## src/rtl/kclc_pkg.sv

```systemverilog
// Shared types and constants of the keypad code lock controller.
// No dependencies; imported by every RTL file of the block except kclc_ifs.sv.
package kclc_pkg;

  // Default number of code digits
  localparam int unsigned CODE_DIGITS = 4;

  localparam int unsigned TimerW   = 24;
  localparam int unsigned CfgIdxW  = 3;
  localparam logic [TimerW-1:0] TIMER_MAX = {TimerW{1'b1}};
  localparam logic [3:0] WRONG_MAX = 4'hF;

  // Key codes (ASCII)
  localparam logic [7:0] KEY_STAR = 8'h2A;
  localparam logic [7:0] KEY_HASH = 8'h23;
  localparam logic [7:0] KEY_0    = 8'h30;
  localparam logic [7:0] KEY_9    = 8'h39;

  // Register reset values
  localparam logic [31:0] CODE_RST    = 32'h3132_3334;
  localparam logic [3:0]  LIMIT_RST   = 4'd3;
  localparam logic [23:0] OPEN_RST    = 24'd5000;
  localparam logic [23:0] LOCKOUT_RST = 24'd15000;
  localparam logic [23:0] NOTICE_RST  = 24'd2000;

  typedef enum logic [1:0] {
    REQ_TICK     = 2'd0,
    REQ_KEY      = 2'd1,
    REQ_PRESENCE = 2'd2
  } req_e;

  typedef enum logic [2:0] {
    MODE_IDLE    = 3'd0,
    MODE_ENTRY   = 3'd1,
    MODE_NOTICE  = 3'd2,
    MODE_OPEN    = 3'd3,
    MODE_LOCKOUT = 3'd4
  } mode_e;

  typedef enum logic [2:0] {
    EV_NONE     = 3'd0,
    EV_GRANTED  = 3'd1,
    EV_WRONG    = 3'd2,
    EV_LOCKOUT  = 3'd3,
    EV_ENTRY    = 3'd4,
    EV_LOCK_END = 3'd5,
    EV_RELOCKED = 3'd6
  } event_e;

  typedef enum logic [CfgIdxW-1:0] {
    CFG_CODE_VALUE    = 3'd0,
    CFG_ATTEMPT_LIMIT = 3'd1,
    CFG_OPEN_TICKS    = 3'd2,
    CFG_LOCKOUT_TICKS = 3'd3,
    CFG_NOTICE_TICKS  = 3'd4
  } cfg_idx_e;

  // Configuration seen by the core
  typedef struct packed {
    logic [31:0]       code_value;
    logic [3:0]        attempt_limit;
    logic [TimerW-1:0] open_ticks;
    logic [TimerW-1:0] lockout_ticks;
    logic [TimerW-1:0] notice_ticks;
  } cfg_t;

  // One result item
  typedef struct packed {
    logic [2:0] mode;
    logic       lock_open;
    logic       alarm_on;
    logic [3:0] tries_left;
    logic [2:0] digits_held;
    logic [2:0] event_code;
  } res_t;

endpackage

```

## src/rtl/kclc_ifs.sv

```systemverilog
// Handshake channel interfaces of the keypad code lock controller.
// Depends on nothing; used by the top level, the configuration registers and the output register.
interface kclc_in_if;
  logic       valid;
  logic       ready;
  logic [1:0] req_type;
  logic [7:0] key_code;

  modport source (output valid, req_type, key_code, input ready);
  modport sink   (input valid, req_type, key_code, output ready);
endinterface

interface kclc_out_if;
  logic       valid;
  logic       ready;
  logic [2:0] mode;
  logic       lock_open;
  logic       alarm_on;
  logic [3:0] tries_left;
  logic [2:0] digits_held;
  logic [2:0] event_code;

  modport source (output valid, mode, lock_open, alarm_on, tries_left, digits_held,
                  event_code, input ready);
  modport sink   (input valid, mode, lock_open, alarm_on, tries_left, digits_held,
                  event_code, output ready);
endinterface

interface kclc_cfg_if;
  logic        valid;
  logic        ready;
  logic [2:0]  index;
  logic [31:0] data;

  modport source (output valid, index, data, input ready);
  modport sink   (input valid, index, data, output ready);
endinterface

```

## src/rtl/keypad_code_lock_controller_top.sv

```systemverilog
// Channel  | Dir | Payload                                         | Accepted when
// cfg_i    | in  | index, data                                     | valid (ready tied high)
// in_i     | in  | req_type, key_code                              | valid && ready
// out_o    | out | mode, lock_open, alarm_on, tries_left,          | valid && ready
//          |     | digits_held, event_code                         |
// One item per cycle while in_i.ready is high: the lock state updates at the accepting
// edge and the output register loads the result at that same edge. in_i.ready drops
// only while a result waits and out_o.ready is low. Reset is immediate; no clearing pass.
// Top level of the keypad code lock controller; depends on kclc_pkg, kclc_ifs,
// kclc_cfg_regs, kclc_core and kclc_out_reg.
module keypad_code_lock_controller_top
  import kclc_pkg::*;
#(
  parameter int unsigned CodeDigits = CODE_DIGITS
) (
  input  logic       clk_i,
  input  logic       rst_ni,
  kclc_cfg_if.sink   cfg_i,
  kclc_in_if.sink    in_i,
  kclc_out_if.source out_o
);

  cfg_t cfg;
  res_t res;
  logic can_load;
  logic accept;

  assign in_i.ready = can_load;
  assign accept     = in_i.valid && can_load;

  kclc_cfg_regs u_cfg (
    .clk_i  (clk_i),
    .rst_ni (rst_ni),
    .cfg_i  (cfg_i),
    .cfg_o  (cfg)
  );

  kclc_core #(
    .CodeDigits (CodeDigits)
  ) u_core (
    .clk_i      (clk_i),
    .rst_ni     (rst_ni),
    .accept_i   (accept),
    .req_type_i (in_i.req_type),
    .key_code_i (in_i.key_code),
    .cfg_i      (cfg),
    .res_o      (res)
  );

  kclc_out_reg u_out (
    .clk_i      (clk_i),
    .rst_ni     (rst_ni),
    .load_i     (accept),
    .res_i      (res),
    .can_load_o (can_load),
    .out_o      (out_o)
  );

endmodule

```

## src/rtl/kclc_cfg_regs.sv

```systemverilog
// Configuration register file of the keypad code lock controller.
// Depends on kclc_pkg and kclc_cfg_if.
module kclc_cfg_regs
  import kclc_pkg::*;
(
  input  logic       clk_i,
  input  logic       rst_ni,
  kclc_cfg_if.sink   cfg_i,
  output cfg_t       cfg_o
);

  cfg_t cfg_q, cfg_d;

  // Writes are always taken
  assign cfg_i.ready = 1'b1;

  // Decode the register index; unknown indexes are dropped
  always_comb begin
    cfg_d = cfg_q;
    if (cfg_i.valid) begin
      unique case (cfg_i.index)
        CFG_CODE_VALUE:    cfg_d.code_value    = cfg_i.data;
        CFG_ATTEMPT_LIMIT: cfg_d.attempt_limit = cfg_i.data[3:0];
        CFG_OPEN_TICKS:    cfg_d.open_ticks    = cfg_i.data[TimerW-1:0];
        CFG_LOCKOUT_TICKS: cfg_d.lockout_ticks = cfg_i.data[TimerW-1:0];
        CFG_NOTICE_TICKS:  cfg_d.notice_ticks  = cfg_i.data[TimerW-1:0];
        default: ;
      endcase
    end
  end

  always_ff @(posedge clk_i or negedge rst_ni) begin
    if (!rst_ni) begin
      cfg_q.code_value    <= CODE_RST;
      cfg_q.attempt_limit <= LIMIT_RST;
      cfg_q.open_ticks    <= OPEN_RST;
      cfg_q.lockout_ticks <= LOCKOUT_RST;
      cfg_q.notice_ticks  <= NOTICE_RST;
    end else begin
      cfg_q <= cfg_d;
    end
  end

  assign cfg_o = cfg_q;

endmodule

```

## src/rtl/kclc_core.sv

```systemverilog
// Lock state and per-item update logic of the keypad code lock controller.
// Depends on kclc_pkg.
module kclc_core
  import kclc_pkg::*;
#(
  parameter int unsigned CodeDigits = CODE_DIGITS
) (
  input  logic       clk_i,
  input  logic       rst_ni,
  input  logic       accept_i,
  input  logic [1:0] req_type_i,
  input  logic [7:0] key_code_i,
  input  cfg_t       cfg_i,
  output res_t       res_o
);

  localparam int unsigned CntW = $clog2(CodeDigits + 1);
  localparam logic [CntW-1:0] CntFull = CntW'(CodeDigits);

  mode_e             mode_q, mode_d;
  logic [CntW-1:0]   count_q, count_d;
  logic [3:0]        wrong_q, wrong_d;
  logic [TimerW-1:0] timer_q, timer_d;
  logic [7:0]        digits_q [CodeDigits];

  logic [TimerW-1:0] timer_inc;
  logic [TimerW-1:0] phase_len;
  logic [3:0]        wrong_inc;
  logic              digit_we;
  logic              is_digit;
  logic              code_match;
  logic [CodeDigits-1:0] digit_eq;
  logic [63:0]       code_ext;
  event_e            ev;
  logic [CntW+2:0]   count_ext;

  assign timer_inc = (timer_q == TIMER_MAX) ? timer_q : timer_q + TimerW'(1);
  assign wrong_inc = (wrong_q == WRONG_MAX) ? wrong_q : wrong_q + 4'd1;
  assign is_digit  = (key_code_i >= KEY_0) && (key_code_i <= KEY_9);

  // Compare each stored digit with its byte of the code; bits above 31 read zero
  assign code_ext = {32'd0, cfg_i.code_value};
  for (genvar i = 0; i < CodeDigits; i++) begin : g_cmp
    assign digit_eq[i] = (digits_q[i] == code_ext[8*(CodeDigits-1-i) +: 8]);
  end
  assign code_match = &digit_eq;

  // Length of the current timed phase
  always_comb begin
    case (mode_q)
      MODE_NOTICE:  phase_len = cfg_i.notice_ticks;
      MODE_OPEN:    phase_len = cfg_i.open_ticks;
      MODE_LOCKOUT: phase_len = cfg_i.lockout_ticks;
      default:      phase_len = TIMER_MAX;
    endcase
  end

  // Next state for one item
  always_comb begin
    mode_d   = mode_q;
    count_d  = count_q;
    wrong_d  = wrong_q;
    timer_d  = timer_q;
    digit_we = 1'b0;
    ev       = EV_NONE;
    unique case (req_type_i)
      REQ_TICK: begin
        case (mode_q) inside
          MODE_NOTICE, MODE_OPEN, MODE_LOCKOUT: begin
            if (timer_inc < phase_len) begin
              timer_d = timer_inc;
            end else begin
              timer_d = '0;
              if (mode_q == MODE_NOTICE) begin
                mode_d = MODE_ENTRY;
              end else if (mode_q == MODE_OPEN) begin
                mode_d = MODE_IDLE;
                ev     = EV_RELOCKED;
              end else begin
                mode_d  = MODE_IDLE;
                wrong_d = '0;
                ev      = EV_LOCK_END;
              end
            end
          end
          default: ;
        endcase
      end
      REQ_KEY: begin
        if (mode_q == MODE_ENTRY) begin
          if (key_code_i == KEY_HASH) begin
            if (count_q == CntFull) begin
              timer_d = '0;
              if (code_match) begin
                wrong_d = '0;
                mode_d  = MODE_OPEN;
                ev      = EV_GRANTED;
              end else if (wrong_inc >= cfg_i.attempt_limit) begin
                wrong_d = wrong_inc;
                mode_d  = MODE_LOCKOUT;
                ev      = EV_LOCKOUT;
              end else begin
                wrong_d = wrong_inc;
                count_d = '0;
                mode_d  = MODE_NOTICE;
                ev      = EV_WRONG;
              end
            end
          end else if (key_code_i == KEY_STAR) begin
            count_d = '0;
          end else if (is_digit && (count_q < CntFull)) begin
            digit_we = 1'b1;
            count_d  = count_q + CntW'(1);
          end
        end
      end
      REQ_PRESENCE: begin
        if (mode_q == MODE_IDLE) begin
          count_d = '0;
          mode_d  = MODE_ENTRY;
          ev      = EV_ENTRY;
        end
      end
      default: ;
    endcase
  end

  // Hold control state; advance only on an accepted item
  always_ff @(posedge clk_i or negedge rst_ni) begin
    if (!rst_ni) begin
      mode_q  <= MODE_IDLE;
      count_q <= '0;
      wrong_q <= '0;
      timer_q <= '0;
    end else if (accept_i) begin
      mode_q  <= mode_d;
      count_q <= count_d;
      wrong_q <= wrong_d;
      timer_q <= timer_d;
    end
  end

  // Digit buffer; only slots below the fill count are ever compared
  for (genvar i = 0; i < CodeDigits; i++) begin : g_buf
    always_ff @(posedge clk_i) begin
      if (accept_i && digit_we && (count_q == CntW'(i))) begin
        digits_q[i] <= key_code_i;
      end
    end
  end

  // Result of this item, taken after the update
  assign count_ext = {3'd0, count_d};
  always_comb begin
    res_o.mode        = mode_d;
    res_o.lock_open   = (mode_d == MODE_OPEN);
    res_o.alarm_on    = (mode_d == MODE_LOCKOUT);
    res_o.tries_left  = (cfg_i.attempt_limit > wrong_d) ? cfg_i.attempt_limit - wrong_d
                                                         : 4'd0;
    res_o.digits_held = count_ext[2:0];
    res_o.event_code  = ev;
  end

endmodule

```

## src/rtl/kclc_out_reg.sv

```systemverilog
// Result register of the keypad code lock controller.
// Depends on kclc_pkg and kclc_out_if.
module kclc_out_reg
  import kclc_pkg::*;
(
  input  logic      clk_i,
  input  logic      rst_ni,
  input  logic      load_i,
  input  res_t      res_i,
  output logic      can_load_o,
  kclc_out_if.source out_o
);

  logic valid_q;
  res_t res_q;

  // Room for a new item when empty or when the held one leaves this cycle
  assign can_load_o = !valid_q || out_o.ready;

  always_ff @(posedge clk_i or negedge rst_ni) begin
    if (!rst_ni) begin
      valid_q <= 1'b0;
    end else if (load_i) begin
      valid_q <= 1'b1;
    end else if (out_o.ready) begin
      valid_q <= 1'b0;
    end
  end

  always_ff @(posedge clk_i) begin
    if (load_i) begin
      res_q <= res_i;
    end
  end

  assign out_o.valid       = valid_q;
  assign out_o.mode        = res_q.mode;
  assign out_o.lock_open   = res_q.lock_open;
  assign out_o.alarm_on    = res_q.alarm_on;
  assign out_o.tries_left  = res_q.tries_left;
  assign out_o.digits_held = res_q.digits_held;
  assign out_o.event_code  = res_q.event_code;

endmodule

```

## src/flat_wrapper.sv

```systemverilog
// flat-port wrapper written by rule: the top's interface ports become plain ports
module keypad_code_lock_controller_top_flat import kclc_pkg::*;
#(
  parameter int unsigned CodeDigits = CODE_DIGITS
)
  (clk_i, rst_ni, cfg_i_valid, cfg_i_index, cfg_i_data, cfg_i_ready, in_i_valid, in_i_req_type, in_i_key_code, in_i_ready, out_o_valid, out_o_mode, out_o_lock_open, out_o_alarm_on, out_o_tries_left, out_o_digits_held, out_o_event_code, out_o_ready);
  kclc_cfg_if cfg_i_i ();
  kclc_in_if in_i_i ();
  kclc_out_if out_o_i ();
  input  logic clk_i;
  input  logic rst_ni;
  input wire logic [$bits(cfg_i_i.valid)-1:0] cfg_i_valid;
  input wire logic [$bits(cfg_i_i.index)-1:0] cfg_i_index;
  input wire logic [$bits(cfg_i_i.data)-1:0] cfg_i_data;
  output wire logic [$bits(cfg_i_i.ready)-1:0] cfg_i_ready;
  input wire logic [$bits(in_i_i.valid)-1:0] in_i_valid;
  input wire logic [$bits(in_i_i.req_type)-1:0] in_i_req_type;
  input wire logic [$bits(in_i_i.key_code)-1:0] in_i_key_code;
  output wire logic [$bits(in_i_i.ready)-1:0] in_i_ready;
  output wire logic [$bits(out_o_i.valid)-1:0] out_o_valid;
  output wire logic [$bits(out_o_i.mode)-1:0] out_o_mode;
  output wire logic [$bits(out_o_i.lock_open)-1:0] out_o_lock_open;
  output wire logic [$bits(out_o_i.alarm_on)-1:0] out_o_alarm_on;
  output wire logic [$bits(out_o_i.tries_left)-1:0] out_o_tries_left;
  output wire logic [$bits(out_o_i.digits_held)-1:0] out_o_digits_held;
  output wire logic [$bits(out_o_i.event_code)-1:0] out_o_event_code;
  input wire logic [$bits(out_o_i.ready)-1:0] out_o_ready;
  assign cfg_i_i.valid = cfg_i_valid;
  assign cfg_i_i.index = cfg_i_index;
  assign cfg_i_i.data = cfg_i_data;
  assign cfg_i_ready = cfg_i_i.ready;
  assign in_i_i.valid = in_i_valid;
  assign in_i_i.req_type = in_i_req_type;
  assign in_i_i.key_code = in_i_key_code;
  assign in_i_ready = in_i_i.ready;
  assign out_o_valid = out_o_i.valid;
  assign out_o_mode = out_o_i.mode;
  assign out_o_lock_open = out_o_i.lock_open;
  assign out_o_alarm_on = out_o_i.alarm_on;
  assign out_o_tries_left = out_o_i.tries_left;
  assign out_o_digits_held = out_o_i.digits_held;
  assign out_o_event_code = out_o_i.event_code;
  assign out_o_i.ready = out_o_ready;
  keypad_code_lock_controller_top #(.CodeDigits(CodeDigits)) u_core (.clk_i(clk_i), .rst_ni(rst_ni), .cfg_i(cfg_i_i), .in_i(in_i_i), .out_o(out_o_i));
endmodule
```

## config.mk

```make
export PLATFORM = sky130hd
export DESIGN_NAME = keypad_code_lock_controller_top_flat
export DESIGN_NICKNAME = d
export VERILOG_FILES = /design/src/rtl/kclc_pkg.sv /design/src/rtl/kclc_ifs.sv /design/src/rtl/keypad_code_lock_controller_top.sv /design/src/rtl/kclc_cfg_regs.sv /design/src/rtl/kclc_core.sv /design/src/rtl/kclc_out_reg.sv /design/src/flat_wrapper.sv
export SDC_FILE = /design/constraint.sdc
export NUM_CORES = 1
export LEC_CHECK = 0
export BUFFER_PORTS_ARGS = -buffer_cell sky130_fd_sc_hd__buf_2
export CAP_MARGIN = 15
export CORE_MARGIN = 2
export CORE_UTILIZATION = 48
export CTS_CLUSTER_SIZE = 20
export DETAILED_ROUTE_END_ITERATION = 10
export HOLD_SLACK_MARGIN = 0.15
export PLACE_DENSITY = 0.71
export REMOVE_ABC_BUFFERS = 1
export SYNTH_ARGS = -nofsm -noshare
export SYNTH_HDL_FRONTEND = slang
export SYNTH_HIERARCHICAL = 1
export SYNTH_SLANG_ARGS = --single-unit
```

## constraint.sdc

```tcl
create_clock -name clk_i -period 5.85 [get_ports clk_i]
set_input_delay 0.8775 -clock clk_i [delete_from_list [all_inputs] [get_ports clk_i]]
set_output_delay 0.8775 -clock clk_i [all_outputs]
set_load 0.05 [all_outputs]
```

==> impl_metrics.env <==
export IMPL_numCtsBuffers=17
export IMPL_pwr_share_comb_pct=18.6
export IMPL_muxShareOfSynthArea_pct=16.1
export IMPL_vias=6742
export IMPL_p_leak_nw=4.84
export IMPL_fin_nets=972
export IMPL_cts_tree="yes"
export IMPL_clkLatencyLatePin_ps=450
export IMPL_io_buffers=66
export IMPL_worst_path_max_fanout=7
export IMPL_dr_pass1_iters=5
export IMPL_dp_hpwl_um=15400
export IMPL_synthXorXnorAreaFrac_pct=4.72
export IMPL_synth_top_family_by_area="multiplexers"
export IMPL_cts_hold_buf=0
export IMPL_final_cell_mix="dfrtp_1 (110), mux2_2 (107), buf_2 (65)"
export IMPL_min_path_type="input port to async pin"
export IMPL_async_flop_share_pct=75.3
export IMPL_areaGrowthSynthToFinish_pct=12.1
export IMPL_cts_buffer_depth=2
export IMPL_p_int_mw=2.60
export IMPL_worst_setup_path_end_kind="register"
export IMPL_start_util_pct=49.2
export IMPL_grt_usage_pct=21.1
export IMPL_relSlewSlack_pct=20.2
export IMPL_worst_pin_slew_ps=1200
export IMPL_swShare_pct=26.9
export IMPL_clk_pin_slew_ps=70
export IMPL_final_layout_size_suffix_gt1_share_pct=33.0
export IMPL_rr_endpoint="u_core/u_out/out_o.tries_left[3]$_DFFE_PP_"
export IMPL_drt_wl_total_um=22500
export IMPL_yosysWarnings=6
export IMPL_coreArea_um2=20400
export IMPL_setup_viol=0
export IMPL_synth_ff_latch_count=190
export IMPL_grt_max_degree=86
export IMPL_synthFlopType="dfrtp_1"
export IMPL_final_common_cell="dfrtp_1"
export IMPL_utilization_pct=55.2
export IMPL_die_width_um=149
export IMPL_fmax_ghz=0.179
export IMPL_antenna_cells=0
export IMPL_arrival_ps=5790
export IMPL_crit_required_ps=6040
export IMPL_reg2reg_depth=22
export IMPL_ir_drop_v=0.000221
export IMPL_startpoint_type="register"
export IMPL_h_tree_depth=4
export IMPL_powerDensity_nw_per_um2=316
export IMPL_slowest_delay_ps=560
export IMPL_worstPathCellList="ha_1 -> and4_1 -> and4_1 -> and2_4 -> or4_1 -> nor3_2 -> xor2_1 -> ha_1 -> nand4_1 -> nor2_1 -> a221o_1 -> nor4b_2 -> a211oi_2 -> and3_2 -> o21ai_0 -> buf_4 -> a21oi_1 -> ha_1 -> a21o_1 -> a21oi_1 -> xor2_1 -> nor2_1"
export IMPL_post_route_period_util_pct=95.6
export IMPL_postRouteAntennaNets=0
export IMPL_yosysSeqAreaShare_pct=50.2
export IMPL_synth_compound_area_share_pct=10.1
export IMPL_synthSimpleGateAreaFrac_pct=10.1
export IMPL_synth_adder_area_share_pct=5.56
export IMPL_ff_latch_area_um2=5030
export IMPL_clock_sinks=190
export IMPL_syn_cell_area_um2=10000
export IMPL_synth_cell_types=84
export IMPL_grt_pass1_vias=6669
export IMPL_grt_ovfl_total=0
export IMPL_io_pins=68
export IMPL_rows=52
export IMPL_status="finished clean"
export IMPL_slowest_stage="or4_1"
export IMPL_synth_edf_count=47
export IMPL_multi_input_area_um2=4740
export IMPL_period_needed_ps=5600
export IMPL_routed_via_density=5.81
export IMPL_seqPwrFrac_pct=47.7
export IMPL_cp_common_cell="ha_1"
export IMPL_p_total_mw=3.56
export IMPL_rrSetupSlack_ps=250
export IMPL_skew_ps=12.1
export IMPL_fill_cells=1735
export IMPL_cap_violations=0
export IMPL_report_final_slew_viol_count=0
export IMPL_path_class="register to register"
export IMPL_pwr_share_clk_pct=33.7
export IMPL_place_congestion=0.906
export IMPL_grt_pass1_wl_um=35900
export IMPL_antenna_found_initial=0
export IMPL_syn_inst=818
export IMPL_wl_per_cell_um=19.4
export IMPL_timing_rr_start="u_core/u_core/timer_q[0]$_DFFE_PN0P_"
export IMPL_die_h_um=149
export IMPL_drc=0
export IMPL_p_switching_mw=0.957
export IMPL_avgSynthCellArea_um2=12.3
export IMPL_die_area_um2=22100
export IMPL_hold_violations=0
export IMPL_cts_root_buf="clkbuf_16"
export IMPL_drt_iter0_markers=446
final cells by class:
class	count	share of cell area (%)
Sequential cell	190	44.7
Timing Repair Buffer	80	3.93
Clock buffer	20	3.88
Multi-Input combinational cell	563	42.2
Tap cell	270	3.00
Clock inverter	12	1.42
Inverter	26	0.868
power by group through the flow:
stage	clock network (mW)	logic, mW	registers [mW]
floorplan	0	0.428	1.75
detailed placement	0	0.663	1.72
global placement	0	0.644	1.72
CTS	1.23	0.667	1.70
finish	1.20	0.663	1.70
global route	1.28	0.726	1.72
critical path, delay by kind of cell, from the launching register on:
kind / cells / cell delay, ps
flops: 1 / 430
xor+xnor: 2 / 430
fa+ha+maj: 3 / 860
simple gates: 10 / 2310
buf+inv: 1 / 160
compound gates: 6 / 1160
synth_stat cells (4+ instances only):
master / n / share of area [%]
o31ai_1: 4 / 0.30
nand3_1: 17 / 0.85
o21ai_0: 22 / 1.1
and3_1: 5 / 0.31
mux2_1: 7 / 0.79
a31oi_1: 18 / 1.1
mux2_2: 107 / 12
a21oi_1: 30 / 1.5
nor4_1: 10 / 0.62
clkbuf_1: 17 / 0.64
xor2_1: 37 / 3.2
nor2b_1: 9 / 0.56
o22ai_1: 24 / 1.5
a22o_1: 10 / 0.87
inv_1: 26 / 0.97
buf_6: 7 / 0.79
o21a_1: 5 / 0.37
dfrtp_1: 110 / 27
dfstp_2: 33 / 8.6
nor2_1: 32 / 1.2
ha_1: 43 / 5.4
nand4_1: 18 / 1.1
nand2_1: 34 / 1.3
a21o_1: 5 / 0.37
mux2_4: 20 / 3.0
and4_1: 4 / 0.35
or3_1: 4 / 0.25
nand2b_1: 4 / 0.25
and2_1: 6 / 0.37
buf_2: 9 / 0.45
edfxtp_1: 47 / 14
nor3_1: 8 / 0.40
xnor2_1: 17 / 1.5
flip-flops by register name, indices dropped and copies added (netlist names):
signal and count:
u_core/u_core/count_q 3, u_core/u_core/timer_q 24, u_core/u_out/out_o.mode 3, u_core/u_out/out_o.tries_left 4, u_core/u_cfg/cfg_o 108, u_core/u_out/out_o.alarm_on 1, u_core/u_out/out_o.event_code 3, u_core/u_out/out_o.digits_held 3
u_core/u_out/out_o.valid 1, u_core/u_core/mode_q 3, u_core/u_core/digits_q 32, u_core/u_out/out_o.lock_open 1, u_core/u_core/wrong_q 4
logic make-up (layout without fill, tap and decap cells):
family	count (synthesis)	in the layout
DFF	190	190
and+or+nand+nor	177	177
AOI/OAI and AO/OA	150	150
muxes	137	137
buffers and inverters	65	138
xor gates and xnor gates	54	54
adders and majority gates	44	44
other	1	1
how the worst max path moves through the flow:
stage	startpoint	endpoint	slack [ps]	depth (start not counted)
after detailed placement	u_core/u_core/timer_q[0]$_DFFE_PN0P_	u_core/u_out/out_o.tries_left[3]$_DFFE_PP_	80	22
after global routing	u_core/u_core/timer_q[0]$_DFFE_PN0P_	u_core/u_out/out_o.tries_left[3]$_DFFE_PP_	-20	22
after CTS	u_core/u_core/timer_q[0]$_DFFE_PN0P_	u_core/u_out/out_o.tries_left[3]$_DFFE_PP_	70	22
after global placement	u_core/u_core/timer_q[0]$_DFFE_PN0P_	u_core/u_out/out_o.tries_left[2]$_DFFE_PP_	270	22
after floorplan	u_core/u_core/timer_q[0]$_DFFE_PN0P_	u_core/u_out/out_o.tries_left[2]$_DFFE_PP_	270	22
final	u_core/u_core/timer_q[0]$_DFFE_PN0P_	u_core/u_out/out_o.tries_left[3]$_DFFE_PP_	250	22
timing repair:
| item | CTS | global route |
|---|---|---|
| setup endpoints to repair | 0 | 4 |
| resized for setup | 0 | 11 |
| setup buffers | 0 | 1 |
routing by layer:
layer / up-vias / share of wire [%] / global-route usage, %
met2: 199 / 46 / 32.9
met4: 0 / 1.7 / 5.90
li1: 3167 / - / -
met5: - / 0 / 0
met3: 32 / 5.1 / 4.60
met1: 3344 / 47 / 29.8
per-stage QoR:
stage          std cells  TNS (ps)  instance area (um2)  hold slack [ps]  setup WS, ps
2_1_floorplan        779         0                 9810              454           270
3_3_place_gp        1128         0                10600              465           266
3_5_place_dp        1128         0                10600              475          80.1
4_1_cts             1160         0                11200              491          73.3
5_1_grt             1161     -20.1                11200              508         -20.1
6_report            1161         0                11200              474           255
No activity file was read; power rests on OpenSTA's default activity.
